**src/assert_macros.svh**
```systemverilog
// assertion macros for the rtl files
// no dependencies; simulation gets the checks, synthesis gets empty bodies
`ifndef ASSERT_MACROS_SVH
`define ASSERT_MACROS_SVH
`ifndef SYNTHESIS
// clocked check, off while reset is asserted
`define BJU_ASSERT(lbl, clk, rst_n, prop) \
    lbl: assert property (@(posedge clk) disable iff (!rst_n) prop) else $error("assertion failed");
// clocked check, active during reset as well
`define BJU_ASSERT_ALWAYS(lbl, clk, prop) \
    lbl: assert property (@(posedge clk) prop) else $error("assertion failed");
`else
`define BJU_ASSERT(lbl, clk, rst_n, prop)
`define BJU_ASSERT_ALWAYS(lbl, clk, prop)
`endif
`endif

```
**src/bju_pkg.sv**
```systemverilog
// shared types and constants for the board undo journal
// no dependencies
package bju_pkg;

    localparam int CMD_W   = 3;
    localparam int SQ_W    = 6;
    localparam int PC_W    = 4;
    localparam int FILE_W  = 3;
    localparam int DEPTH_W = 8;
    localparam int OP_W    = 7;

    // command codes
    typedef enum logic [CMD_W-1:0] {
        CMD_RESET  = 3'd0,
        CMD_START  = 3'd1,
        CMD_SET_SQ = 3'd2,
        CMD_MOVE   = 3'd3,
        CMD_SET_EP = 3'd4,
        CMD_CASTLE = 3'd5,
        CMD_UNDO   = 3'd6,
        CMD_READ   = 3'd7
    } t_cmd;

    // journal operation codes above the square range
    localparam logic [OP_W-1:0] OP_START    = 7'd64;
    localparam logic [OP_W-1:0] OP_SET_EP   = 7'd65;
    localparam logic [OP_W-1:0] OP_CLEAR_EP = 7'd66;
    localparam logic [OP_W-1:0] OP_CASTLE   = 7'd67;

    // journal record
    typedef struct packed {
        logic [OP_W-1:0] op;
        logic [PC_W-1:0] val;
    } t_rec;

    // sequencer states
    typedef enum logic [3:0] {
        S_IDLE,
        S_EXEC,
        S_PUSH2,
        S_MOVE2,
        S_MOVE3,
        S_UNDO_RD,
        S_UNDO_AP,
        S_FETCH,
        S_LOAD
    } t_state;

endpackage

```
**src/bju_in_if.sv**
```systemverilog
// command channel: valid/ready plus the command word fields
// depends on bju_pkg
interface bju_in_if;
    import bju_pkg::*;

    logic              valid;
    logic              ready;
    logic [CMD_W-1:0]  cmd;
    logic [SQ_W-1:0]   square;
    logic [SQ_W-1:0]   dest_square;
    logic [PC_W-1:0]   write_value;
    logic [FILE_W-1:0] ep_file;

    modport source (output valid, output cmd, output square, output dest_square,
                    output write_value, output ep_file, input ready);
    modport sink   (input valid, input cmd, input square, input dest_square,
                    input write_value, input ep_file, output ready);
endinterface

```
**src/bju_out_if.sv**
```systemverilog
// result channel: valid/ready plus the result word fields
// depends on bju_pkg
interface bju_out_if;
    import bju_pkg::*;

    logic               valid;
    logic               ready;
    logic [PC_W-1:0]    read_piece;
    logic               ep_valid;
    logic [FILE_W-1:0]  ep_file_out;
    logic [PC_W-1:0]    castle_out;
    logic               side_to_move;
    logic [DEPTH_W-1:0] journal_depth;
    logic               overflow;

    modport source (output valid, output read_piece, output ep_valid, output ep_file_out,
                    output castle_out, output side_to_move, output journal_depth,
                    output overflow, input ready);
    modport sink   (input valid, input read_piece, input ep_valid, input ep_file_out,
                    input castle_out, input side_to_move, input journal_depth,
                    input overflow, output ready);
endinterface

```
**src/board_undo_journal.sv**
```systemverilog
// board state with undo journal, top level
// depends on bju_pkg, bju_in_if, bju_out_if and assert_macros.svh
//
//  channel   dir   handshake            word
//  i_req     in    valid/ready          cmd, square, dest_square, write_value, ep_file
//  o_rsp     out   valid/ready          read_piece .. overflow, one word per command
//
// per command, from accept to result: start with en passant set pushes a second record;
// move piece journals and writes both squares; undo pops and applies one record per step
// (one journal read port) through the last start record or until the journal is empty
// board squares carry valid bits cleared by reset, so no clearing pass; journal has none
// a new command is taken only in idle, never during reset; a stalled result word holds
// the next command's result load, not its acceptance
`include "assert_macros.svh"

module board_undo_journal #(
    parameter int JOURNAL_DEPTH = 128
) (
    input logic       i_clk,
    input logic       i_rst_n,
    bju_in_if.sink    i_req,
    bju_out_if.source o_rsp
);
    import bju_pkg::*;

    localparam int AW      = $clog2(JOURNAL_DEPTH);
    localparam int TW      = $clog2(JOURNAL_DEPTH + 1);
    localparam int SQUARES = 1 << SQ_W;

    // sequencer and architectural state
    t_state              r_state, n_state;
    logic [TW-1:0]       r_top;
    logic                r_turn;
    logic                r_ep_v;
    logic [FILE_W-1:0]   r_ep_f;
    logic [PC_W-1:0]     r_castle;
    logic                r_was_clear;
    logic [SQUARES-1:0]  r_bvalid;
    logic                r_out_valid;
    logic                r_ovf;

    // latched command word
    t_cmd                r_cmd;
    logic [SQ_W-1:0]     r_sq;
    logic [SQ_W-1:0]     r_dst;
    logic [PC_W-1:0]     r_wv;
    logic [FILE_W-1:0]   r_ef;
    logic [PC_W-1:0]     r_from;

    // memories and their read registers
    logic [PC_W-1:0]     r_board [SQUARES];
    t_rec                r_journal [JOURNAL_DEPTH];
    logic [PC_W-1:0]     r_bq;
    logic                r_bqv;
    t_rec                r_jq;

    // output word registers
    logic [PC_W-1:0]     r_o_piece;
    logic                r_o_ep_v;
    logic [FILE_W-1:0]   r_o_ep_f;
    logic [PC_W-1:0]     r_o_castle;
    logic                r_o_turn;
    logic [DEPTH_W-1:0]  r_o_depth;
    logic                r_o_ovf;

    // control
    logic                in_acc;
    logic                out_load;
    logic [1:0]          need;
    logic [TW-1:0]       free_cnt;
    logic                refused;
    logic [PC_W-1:0]     old_piece;
    logic [SQ_W-1:0]     brd_raddr;
    logic                brd_we;
    logic [SQ_W-1:0]     brd_waddr;
    logic [PC_W-1:0]     brd_wdata;
    logic                jr_we;
    t_rec                jr_wdata;
    logic [AW-1:0]       jr_raddr;
    logic [TW-1:0]       top_m1;
    logic [TW-1:0]       top_m2;
    logic [TW+DEPTH_W-1:0] depth_ext;

    assign in_acc      = i_req.valid && i_req.ready;
    assign i_req.ready = (r_state == S_IDLE) && i_rst_n;
    assign out_load    = (r_state == S_LOAD) && (!r_out_valid || o_rsp.ready);
    assign old_piece   = r_bqv ? r_bq : '0;
    assign top_m1      = r_top - TW'(1);
    assign top_m2      = r_top - TW'(2);
    assign depth_ext   = {{DEPTH_W{1'b0}}, r_top};

    // journal records the incoming command needs
    always_comb begin
        case (t_cmd'(i_req.cmd))
            CMD_START:  need = r_ep_v ? 2'd2 : 2'd1;
            CMD_SET_SQ: need = 2'd1;
            CMD_MOVE:   need = 2'd2;
            CMD_SET_EP: need = r_was_clear ? 2'd1 : 2'd0;
            CMD_CASTLE: need = 2'd1;
            default:    need = 2'd0;
        endcase
    end

    assign free_cnt = TW'(JOURNAL_DEPTH) - r_top;
    assign refused  = {{(TW-2){1'b0}}, need} > free_cnt;

    // next state
    always_comb begin
        n_state = r_state;
        case (r_state)
            S_IDLE: begin
                if (in_acc) n_state = S_EXEC;
            end
            S_EXEC: begin
                if (r_ovf) begin
                    n_state = S_LOAD;
                end else begin
                    case (r_cmd)
                        CMD_START:  n_state = r_ep_v ? S_PUSH2 : S_LOAD;
                        CMD_SET_SQ: n_state = S_FETCH;
                        CMD_MOVE:   n_state = S_MOVE2;
                        CMD_UNDO:   n_state = S_UNDO_RD;
                        default:    n_state = S_LOAD;
                    endcase
                end
            end
            S_PUSH2:   n_state = S_LOAD;
            S_MOVE2:   n_state = S_MOVE3;
            S_MOVE3:   n_state = S_FETCH;
            S_UNDO_RD: n_state = (r_top == '0) ? S_FETCH : S_UNDO_AP;
            S_UNDO_AP: begin
                if (r_jq.op == OP_START || r_top == TW'(1)) n_state = S_FETCH;
            end
            S_FETCH:   n_state = S_LOAD;
            S_LOAD: begin
                if (out_load) n_state = S_IDLE;
            end
            default:   n_state = S_IDLE;
        endcase
    end

    // memory ports per state
    always_comb begin
        brd_raddr = r_sq;
        brd_we    = 1'b0;
        brd_waddr = r_sq;
        brd_wdata = '0;
        jr_we     = 1'b0;
        jr_wdata  = '{op: OP_START, val: '0};
        jr_raddr  = top_m1[AW-1:0];
        case (r_state)
            S_IDLE: begin
                brd_raddr = i_req.square;
            end
            S_EXEC: begin
                if (!r_ovf) begin
                    case (r_cmd)
                        CMD_START: begin
                            jr_we = 1'b1;
                        end
                        CMD_SET_SQ: begin
                            jr_we     = 1'b1;
                            jr_wdata  = '{op: {1'b0, r_sq}, val: old_piece};
                            brd_we    = 1'b1;
                            brd_wdata = r_wv;
                        end
                        CMD_MOVE: begin
                            jr_we     = 1'b1;
                            jr_wdata  = '{op: {1'b0, r_sq}, val: old_piece};
                            brd_raddr = r_dst;
                        end
                        CMD_SET_EP: begin
                            jr_we    = r_was_clear;
                            jr_wdata = '{op: OP_CLEAR_EP, val: '0};
                        end
                        CMD_CASTLE: begin
                            jr_we    = 1'b1;
                            jr_wdata = '{op: OP_CASTLE, val: r_castle};
                        end
                        default: begin
                            jr_we = 1'b0;
                        end
                    endcase
                end
            end
            S_PUSH2: begin
                jr_we    = 1'b1;
                jr_wdata = '{op: OP_SET_EP, val: {1'b0, r_ep_f}};
            end
            S_MOVE2: begin
                jr_we     = 1'b1;
                jr_wdata  = '{op: {1'b0, r_dst}, val: old_piece};
                brd_we    = 1'b1;
                brd_waddr = r_dst;
                brd_wdata = r_from;
            end
            S_MOVE3: begin
                brd_we    = 1'b1;
                brd_wdata = '0;
            end
            S_UNDO_AP: begin
                // prefetch the next record while this one is applied
                jr_raddr  = top_m2[AW-1:0];
                brd_we    = !r_jq.op[OP_W-1];
                brd_waddr = r_jq.op[SQ_W-1:0];
                brd_wdata = r_jq.val;
            end
            default: begin
                brd_we = 1'b0;
            end
        endcase
    end

    // board memory
    always_ff @(posedge i_clk) begin
        if (brd_we) r_board[brd_waddr] <= brd_wdata;
        r_bq <= r_board[brd_raddr];
    end

    // journal memory
    always_ff @(posedge i_clk) begin
        if (jr_we) r_journal[r_top[AW-1:0]] <= jr_wdata;
        r_jq <= r_journal[jr_raddr];
    end

    // control and architectural state
    always_ff @(posedge i_clk) begin
        if (!i_rst_n) begin
            r_state     <= S_IDLE;
            r_top       <= '0;
            r_turn      <= 1'b0;
            r_ep_v      <= 1'b0;
            r_ep_f      <= '0;
            r_castle    <= '0;
            r_was_clear <= 1'b1;
            r_bvalid    <= '0;
            r_bqv       <= 1'b0;
            r_out_valid <= 1'b0;
            r_ovf       <= 1'b0;
        end else begin
            r_state <= n_state;
            r_bqv   <= r_bvalid[brd_raddr];
            if (brd_we) r_bvalid[brd_waddr] <= 1'b1;

            if (in_acc) r_ovf <= refused;

            if (jr_we) begin
                r_top <= r_top + TW'(1);
            end else if (r_state == S_EXEC && !r_ovf && r_cmd == CMD_RESET) begin
                r_top <= '0;
            end else if (r_state == S_UNDO_AP) begin
                r_top <= top_m1;
            end

            if (r_state == S_EXEC && !r_ovf) begin
                case (r_cmd)
                    CMD_RESET: r_was_clear <= 1'b1;
                    CMD_START: begin
                        r_turn <= ~r_turn;
                        if (!r_ep_v) r_was_clear <= 1'b1;
                    end
                    CMD_SET_EP: begin
                        r_ep_v <= 1'b1;
                        r_ep_f <= r_ef;
                    end
                    CMD_CASTLE: r_castle <= r_wv;
                    default: begin
                        r_ep_v <= r_ep_v;
                    end
                endcase
            end

            // start with en passant set: second record, then clear
            if (r_state == S_PUSH2) begin
                r_ep_v      <= 1'b0;
                r_ep_f      <= '0;
                r_was_clear <= 1'b0;
            end

            // restore one popped record
            if (r_state == S_UNDO_AP) begin
                case (r_jq.op)
                    OP_START: r_turn <= ~r_turn;
                    OP_CLEAR_EP: begin
                        r_ep_v <= 1'b0;
                        r_ep_f <= '0;
                    end
                    OP_SET_EP: begin
                        r_ep_v <= 1'b1;
                        r_ep_f <= r_jq.val[FILE_W-1:0];
                    end
                    OP_CASTLE: r_castle <= r_jq.val;
                    default: begin
                        r_castle <= r_castle;
                    end
                endcase
            end

            if (out_load) begin
                r_out_valid <= 1'b1;
            end else if (o_rsp.ready) begin
                r_out_valid <= 1'b0;
            end
        end
    end

    // command word and result word registers
    always_ff @(posedge i_clk) begin
        if (in_acc) begin
            r_cmd <= t_cmd'(i_req.cmd);
            r_sq  <= i_req.square;
            r_dst <= i_req.dest_square;
            r_wv  <= i_req.write_value;
            r_ef  <= i_req.ep_file;
        end
        if (r_state == S_EXEC) r_from <= old_piece;
        if (out_load) begin
            r_o_piece  <= old_piece;
            r_o_ep_v   <= r_ep_v;
            r_o_ep_f   <= r_ep_v ? r_ep_f : '0;
            r_o_castle <= r_castle;
            r_o_turn   <= r_turn;
            r_o_depth  <= depth_ext[DEPTH_W-1:0];
            r_o_ovf    <= r_ovf;
        end
    end

    assign o_rsp.valid         = r_out_valid;
    assign o_rsp.read_piece    = r_o_piece;
    assign o_rsp.ep_valid      = r_o_ep_v;
    assign o_rsp.ep_file_out   = r_o_ep_f;
    assign o_rsp.castle_out    = r_o_castle;
    assign o_rsp.side_to_move  = r_o_turn;
    assign o_rsp.journal_depth = r_o_depth;
    assign o_rsp.overflow      = r_o_ovf;

    // checks
    `BJU_ASSERT(a_top_bound, i_clk, i_rst_n, r_top <= TW'(JOURNAL_DEPTH))
    `BJU_ASSERT(a_push_room, i_clk, i_rst_n, jr_we |-> (r_top < TW'(JOURNAL_DEPTH)))
    `BJU_ASSERT(a_ovf_hold, i_clk, i_rst_n, (r_state == S_EXEC && r_ovf) |=> $stable(r_top))
    `BJU_ASSERT(a_undo_nonempty, i_clk, i_rst_n, (r_state == S_UNDO_AP) |-> (r_top != '0))

endmodule
```
**src/flat_wrapper.sv**
```systemverilog
// flat-port wrapper written by rule: the top's interface ports become plain ports
module board_undo_journal_flat import bju_pkg::*;
#(
    parameter int JOURNAL_DEPTH = 128
)
  (i_clk, i_rst_n, i_req_valid, i_req_cmd, i_req_square, i_req_dest_square, i_req_write_value, i_req_ep_file, i_req_ready, o_rsp_valid, o_rsp_read_piece, o_rsp_ep_valid, o_rsp_ep_file_out, o_rsp_castle_out, o_rsp_side_to_move, o_rsp_journal_depth, o_rsp_overflow, o_rsp_ready);
  bju_in_if i_req_i ();
  bju_out_if o_rsp_i ();
  input logic i_clk;
  input logic i_rst_n;
  input wire logic [$bits(i_req_i.valid)-1:0] i_req_valid;
  input wire logic [$bits(i_req_i.cmd)-1:0] i_req_cmd;
  input wire logic [$bits(i_req_i.square)-1:0] i_req_square;
  input wire logic [$bits(i_req_i.dest_square)-1:0] i_req_dest_square;
  input wire logic [$bits(i_req_i.write_value)-1:0] i_req_write_value;
  input wire logic [$bits(i_req_i.ep_file)-1:0] i_req_ep_file;
  output wire logic [$bits(i_req_i.ready)-1:0] i_req_ready;
  output wire logic [$bits(o_rsp_i.valid)-1:0] o_rsp_valid;
  output wire logic [$bits(o_rsp_i.read_piece)-1:0] o_rsp_read_piece;
  output wire logic [$bits(o_rsp_i.ep_valid)-1:0] o_rsp_ep_valid;
  output wire logic [$bits(o_rsp_i.ep_file_out)-1:0] o_rsp_ep_file_out;
  output wire logic [$bits(o_rsp_i.castle_out)-1:0] o_rsp_castle_out;
  output wire logic [$bits(o_rsp_i.side_to_move)-1:0] o_rsp_side_to_move;
  output wire logic [$bits(o_rsp_i.journal_depth)-1:0] o_rsp_journal_depth;
  output wire logic [$bits(o_rsp_i.overflow)-1:0] o_rsp_overflow;
  input wire logic [$bits(o_rsp_i.ready)-1:0] o_rsp_ready;
  assign i_req_i.valid = i_req_valid;
  assign i_req_i.cmd = i_req_cmd;
  assign i_req_i.square = i_req_square;
  assign i_req_i.dest_square = i_req_dest_square;
  assign i_req_i.write_value = i_req_write_value;
  assign i_req_i.ep_file = i_req_ep_file;
  assign i_req_ready = i_req_i.ready;
  assign o_rsp_valid = o_rsp_i.valid;
  assign o_rsp_read_piece = o_rsp_i.read_piece;
  assign o_rsp_ep_valid = o_rsp_i.ep_valid;
  assign o_rsp_ep_file_out = o_rsp_i.ep_file_out;
  assign o_rsp_castle_out = o_rsp_i.castle_out;
  assign o_rsp_side_to_move = o_rsp_i.side_to_move;
  assign o_rsp_journal_depth = o_rsp_i.journal_depth;
  assign o_rsp_overflow = o_rsp_i.overflow;
  assign o_rsp_i.ready = o_rsp_ready;
  board_undo_journal #(.JOURNAL_DEPTH(JOURNAL_DEPTH)) u_core (.i_clk(i_clk), .i_rst_n(i_rst_n), .i_req(i_req_i), .o_rsp(o_rsp_i));
endmodule
```
**config.mk**
```make
export PLATFORM = sky130hd
export DESIGN_NAME = board_undo_journal_flat
export DESIGN_NICKNAME = d
export VERILOG_FILES = /design/src/bju_pkg.sv /design/src/bju_in_if.sv /design/src/bju_out_if.sv /design/src/board_undo_journal.sv /design/src/flat_wrapper.sv
export VERILOG_INCLUDE_DIRS = /design/src /design/src/src
export SDC_FILE = /design/constraint.sdc
export NUM_CORES = 2
export LEC_CHECK = 0
export BUFFER_PORTS_ARGS = -buffer_cell sky130_fd_sc_hd__buf_4
export CORE_UTILIZATION = 40
export CTS_CLUSTER_DIAMETER = 150
export CTS_CLUSTER_SIZE = 28
export DETAILED_ROUTE_END_ITERATION = 7
export PLACE_DENSITY = 0.64
export SLEW_MARGIN = 20
export SYNTH_ARGS = -nofsm -noshare
export SYNTH_HDL_FRONTEND = slang
export SYNTH_SLANG_ARGS = --single-unit
```
**constraint.sdc**
```tcl
create_clock -name i_clk -period 22.7 [get_ports i_clk]
set_input_delay 4.54 -clock i_clk [delete_from_list [all_inputs] [get_ports i_clk]]
set_output_delay 4.54 -clock i_clk [all_outputs]
set_load 0.1 [all_outputs]
```
==> summary.md <==
| Metric | Value |
|---|---|
| Outcome | finished clean |
| Num Clock Sinks | 1816 |
| Slew margin rel. | 14.5% |
| Clock Skews | 0.0373 ns |
| Clock share of power | 16.9% |
| XOR/XNOR Fraction of Synth Area | 0.210% |
| Placed cells | 6144 |
| Combinational share of power | 42.9% |
| Maximum clock rate | 98.4 MHz |
| Cts hold-fix bufs | 0 |
| Final hold viol count | 0 |
| H-tree lvl count | 3 |
| Area leader, netlist | edfxtp_1 |
| RD Place Congestion | 0.833 |
| IO Count | 50 |
| CP Capture Type | output port |
| RSZ-0062 raised after global routing | false |
| Die area | 0.180 sq mm |
| Largest net degree at the start of global routing | 133 |
| Psw | 3.76 mW |
| Synth Area in Simple Gates | 6.02% |
| Pwr Density | 127 mW/mm^2 |
| Cts repair resizes | 0 |
| Post-route cell area | 0.0765 sq mm |
| Slew @ Worst Pin | 1.28 ns |
| Routed length on met1 | 67200 um |
| Area Growth Syn to Fin | 7.03% |
| Min Clock Period, post-route | 10.16 ns |
| First-pass GRT wire length | 243000 um |
| DP HPWL | 99300 um |
| Worst EP required | 18.16 ns |
| Setup violators final | 0 |
| TritonCTS Buffers | 74 |
| Post-synth top cells | 1712 x edfxtp_1, 465 x nand2_1, 396 x mux4_2 |
| Max-Cap Viols | 0 |
| Final ANT Viol Nets | 0 |
| Detailed-route vias per instance | 5.68 |
| Final cell count without fillers | 6268 |
| Max incr delay on CP | 0.32 ns |
| Placed Area | 0.0743 sq mm |
| Worst-Skew Late Latency | 0.74 ns |
| Hold Crit Class | flop to flop |
| CTS clk-pin slew, worst paths | 0.12 ns |
| Avg Cell Area, Syn | 18.3 sq um |
| Mapped Area | 0.0715 sq mm |
| Vias in the first global route | 35053 |
| Post-synthesis sequential area ratio | 74.8% |
| Share of cells above drive strength 1 | 17.3% |
| Post-Route WL | 167000 um |
| Gate Count Post-Synth | 3910 |
| Synth Area in Compound Gates | 3.52% |
| Synth Area in Adders | 0.175% |
| Period utilization | 44.8% |
| Final Util | 43.3% |
| Syn nets | 3946 |
| WL/cell | 26.7 um |
| Area share of the largest cell type after synthesis | 71.9% |
| Rows | 154 |
| Clk root buf | clkbuf_16 |
| Number of post-CTS setup repair buffers | 0 |
| Dominant synthesized flop cell | edfxtp_1 |
| Slew Limit Fails | 0 |
| Worst VDD drop | 0.163 mV |
| Vias | 35616 |
| CP cell instances | buf_4, clkinv_1, buf_4, nor2_1, buf_4 |
| GRT Total Usage | 18.3% |
| Worst EP arrival | 5.62 ns |
| Crit path setup slack, layout | 12.54 ns |
| Share of power burned in registers | 40.2% |
| Final #Nets | 3916 |
| Startpoint types | primary input |
| Worst slack, placed | 12.50 ns |
| Most common cell on crit path | buf_4 |
| Kind of critical path | primary input to output port |
| Chip height | 425 um |
| Starting Density | 40.4% |
| Internal Power | 6.00 mW |
| # DRC | 0 |
| Switching share of power | 38.5% |
| Drt initial violations | 3988 |
| Asr flop ratio synth | 0% |
| Library cells used by synthesis | 69 |
| Mux contribution to synthesized area | 13.3% |
| Syn. warnings | 0 |
| CP max stage cell | buf_4 |
| Top-count cell post-synth | edfxtp_1 |
| Placeable Area | 0.177 sq mm |
| Die X | 425 um |
| Met2 WL post-DR | 83100 um |
| TritonCTS clock tree | yes |
| Top fanout value on the critical path | 34 |
| Pre-antenna DRT Iters | 5 |
| Number of synthesized register bits | 1816 |
| Wire length on met3 | 10100 um |
| Leakage Power | 23.3 nW |
| Total gr overflow | 0 |
| Clock Path Buffers | 3 |
| Initial antenna violation count | 4 |
| Top layer in use | met4 |
| Fillcell total | 15287 |
| Post-synth EDFFs | 1712 |
| Main area contributors after synthesis | edfxtp_1 72%, mux4_2 12%, dfxtp_1 2.9% |
| Port buffer count | 49 |
| TNS Setup | 0 ns |
| Main combinational cell family by area after synthesis | multiplexers |
[placed cells by master (no fill, tap or decap), types with 6 or more instances in the layout]
master,n
edfxtp_1,1712
nand2_1,460
mux4_2,396
nor2_1,246
nand3_1,110
buf_4,104
dfxtp_1,104
clkbuf_16,79
mux2i_1,60
o22ai_1,55
nor2_2,50
and3_1,49
a21oi_1,48
a31oi_1,48
o21a_1,46
clkbuf_1,37
a211oi_1,30
nor2b_1,28
inv_1,27
nor3_1,17
o21ai_0,16
o221ai_1,13
a32oi_1,12
a211o_1,12
a221oi_1,11
and2_1,10
ha_1,10
a22oi_1,9
diode_2,6
nor3_2,6
xor2_1,6
[through the flow]
step | hold WS, ns | total power, mW
2_1_floorplan | 0.406 | 6.89
3_3_place_gp | 0.431 | 8.14
3_5_place_dp | 0.439 | 8.18
4_1_cts | 0.469 | 9.79
5_1_grt | 0.490 | 10.1
6_report | 0.470 | 9.76
[registers in the layout, indices dropped and copies added (netlist names), 3 cells and up]
name	cells
u_core.r_top	8
u_core.r_ep_f	3
u_core.r_journal	1408
u_core.r_from	4
u_core.o_rsp.read_piece	4
u_core.o_rsp.journal_depth	8
u_core.r_bq	4
u_core.r_sq	6
u_core.o_rsp.ep_file_out	3
u_core.r_castle	4
u_core.r_state	4
u_core.r_ef	3
u_core.r_dst	6
u_core.r_wv	4
u_core.r_jq	11
u_core.r_board	256
u_core.r_bvalid	64
u_core.o_rsp.castle_out	4
u_core.r_cmd	3
[worst paths after layout]
path,endpoint,cells after the start,slack (ns),start
setup / recovery,i_req_ready,5,12.54,i_rst_n
hold / removal,u_core.o_rsp.side_to_move$_DFFE_PP_,0,0.47,u_core.r_turn$_SDFF_PN0_
setup reg to reg,u_core.r_jq[2]$_DFF_P_,13,16.12,u_core.r_state[0]$_SDFFE_PN0P_
hold reg to reg,u_core.o_rsp.side_to_move$_DFFE_PP_,0,0.47,u_core.r_turn$_SDFF_PN0_
[final cells by class]
type	instances	area [sq um]	share of cell area (%)
multi-input combinational	1847	16900	22.1
inverter	32	121	0.159
clock inverter	2	38.8	0.0507
timing repair buffer	109	881	1.15
antenna	6	15.0	0.0196
clock buffer	116	2120	2.76
tap	2340	2930	3.83
sequential	1816	53500	69.9
[power groups by stage]
stage	Clock, mW	Combinational, mW	Sequential, mW
floorplan	0	2.87	4.02
global placement	0	4.15	3.99
finish	1.65	4.19	3.92
detailed placement	0	4.19	3.99
global route	1.78	4.44	3.92
CTS	1.68	4.19	3.92
[routing by layer]
metal  global-route usage, %  vias to the layer above
li1                        -                    15405
met2                    30.4                     1280
met3                    2.16                      214
met1                    24.6                    18717
met5                       0                        -
met4                    7.66                        0
[cells by family (layout without fill, tap and decap cells)]
| kind of cell | count (synthesis) | in the layout |
|---|---|---|
| other cells | 0 | 6 |
| fa+ha+maj | 10 | 10 |
| compound gates | 356 | 356 |
| flops | 1816 | 1816 |
| mux | 457 | 457 |
| buf+inv | 247 | 259 |
| xor+xnor | 15 | 15 |
| simple gates | 1009 | 1009 |
[critical path: cells and delay by family]
family	cells	cell delay, ns
buffers and inverters	4	0.83
and+or+nand+nor	1	0.21
No activity file was read; power rests on OpenSTA's default activity.
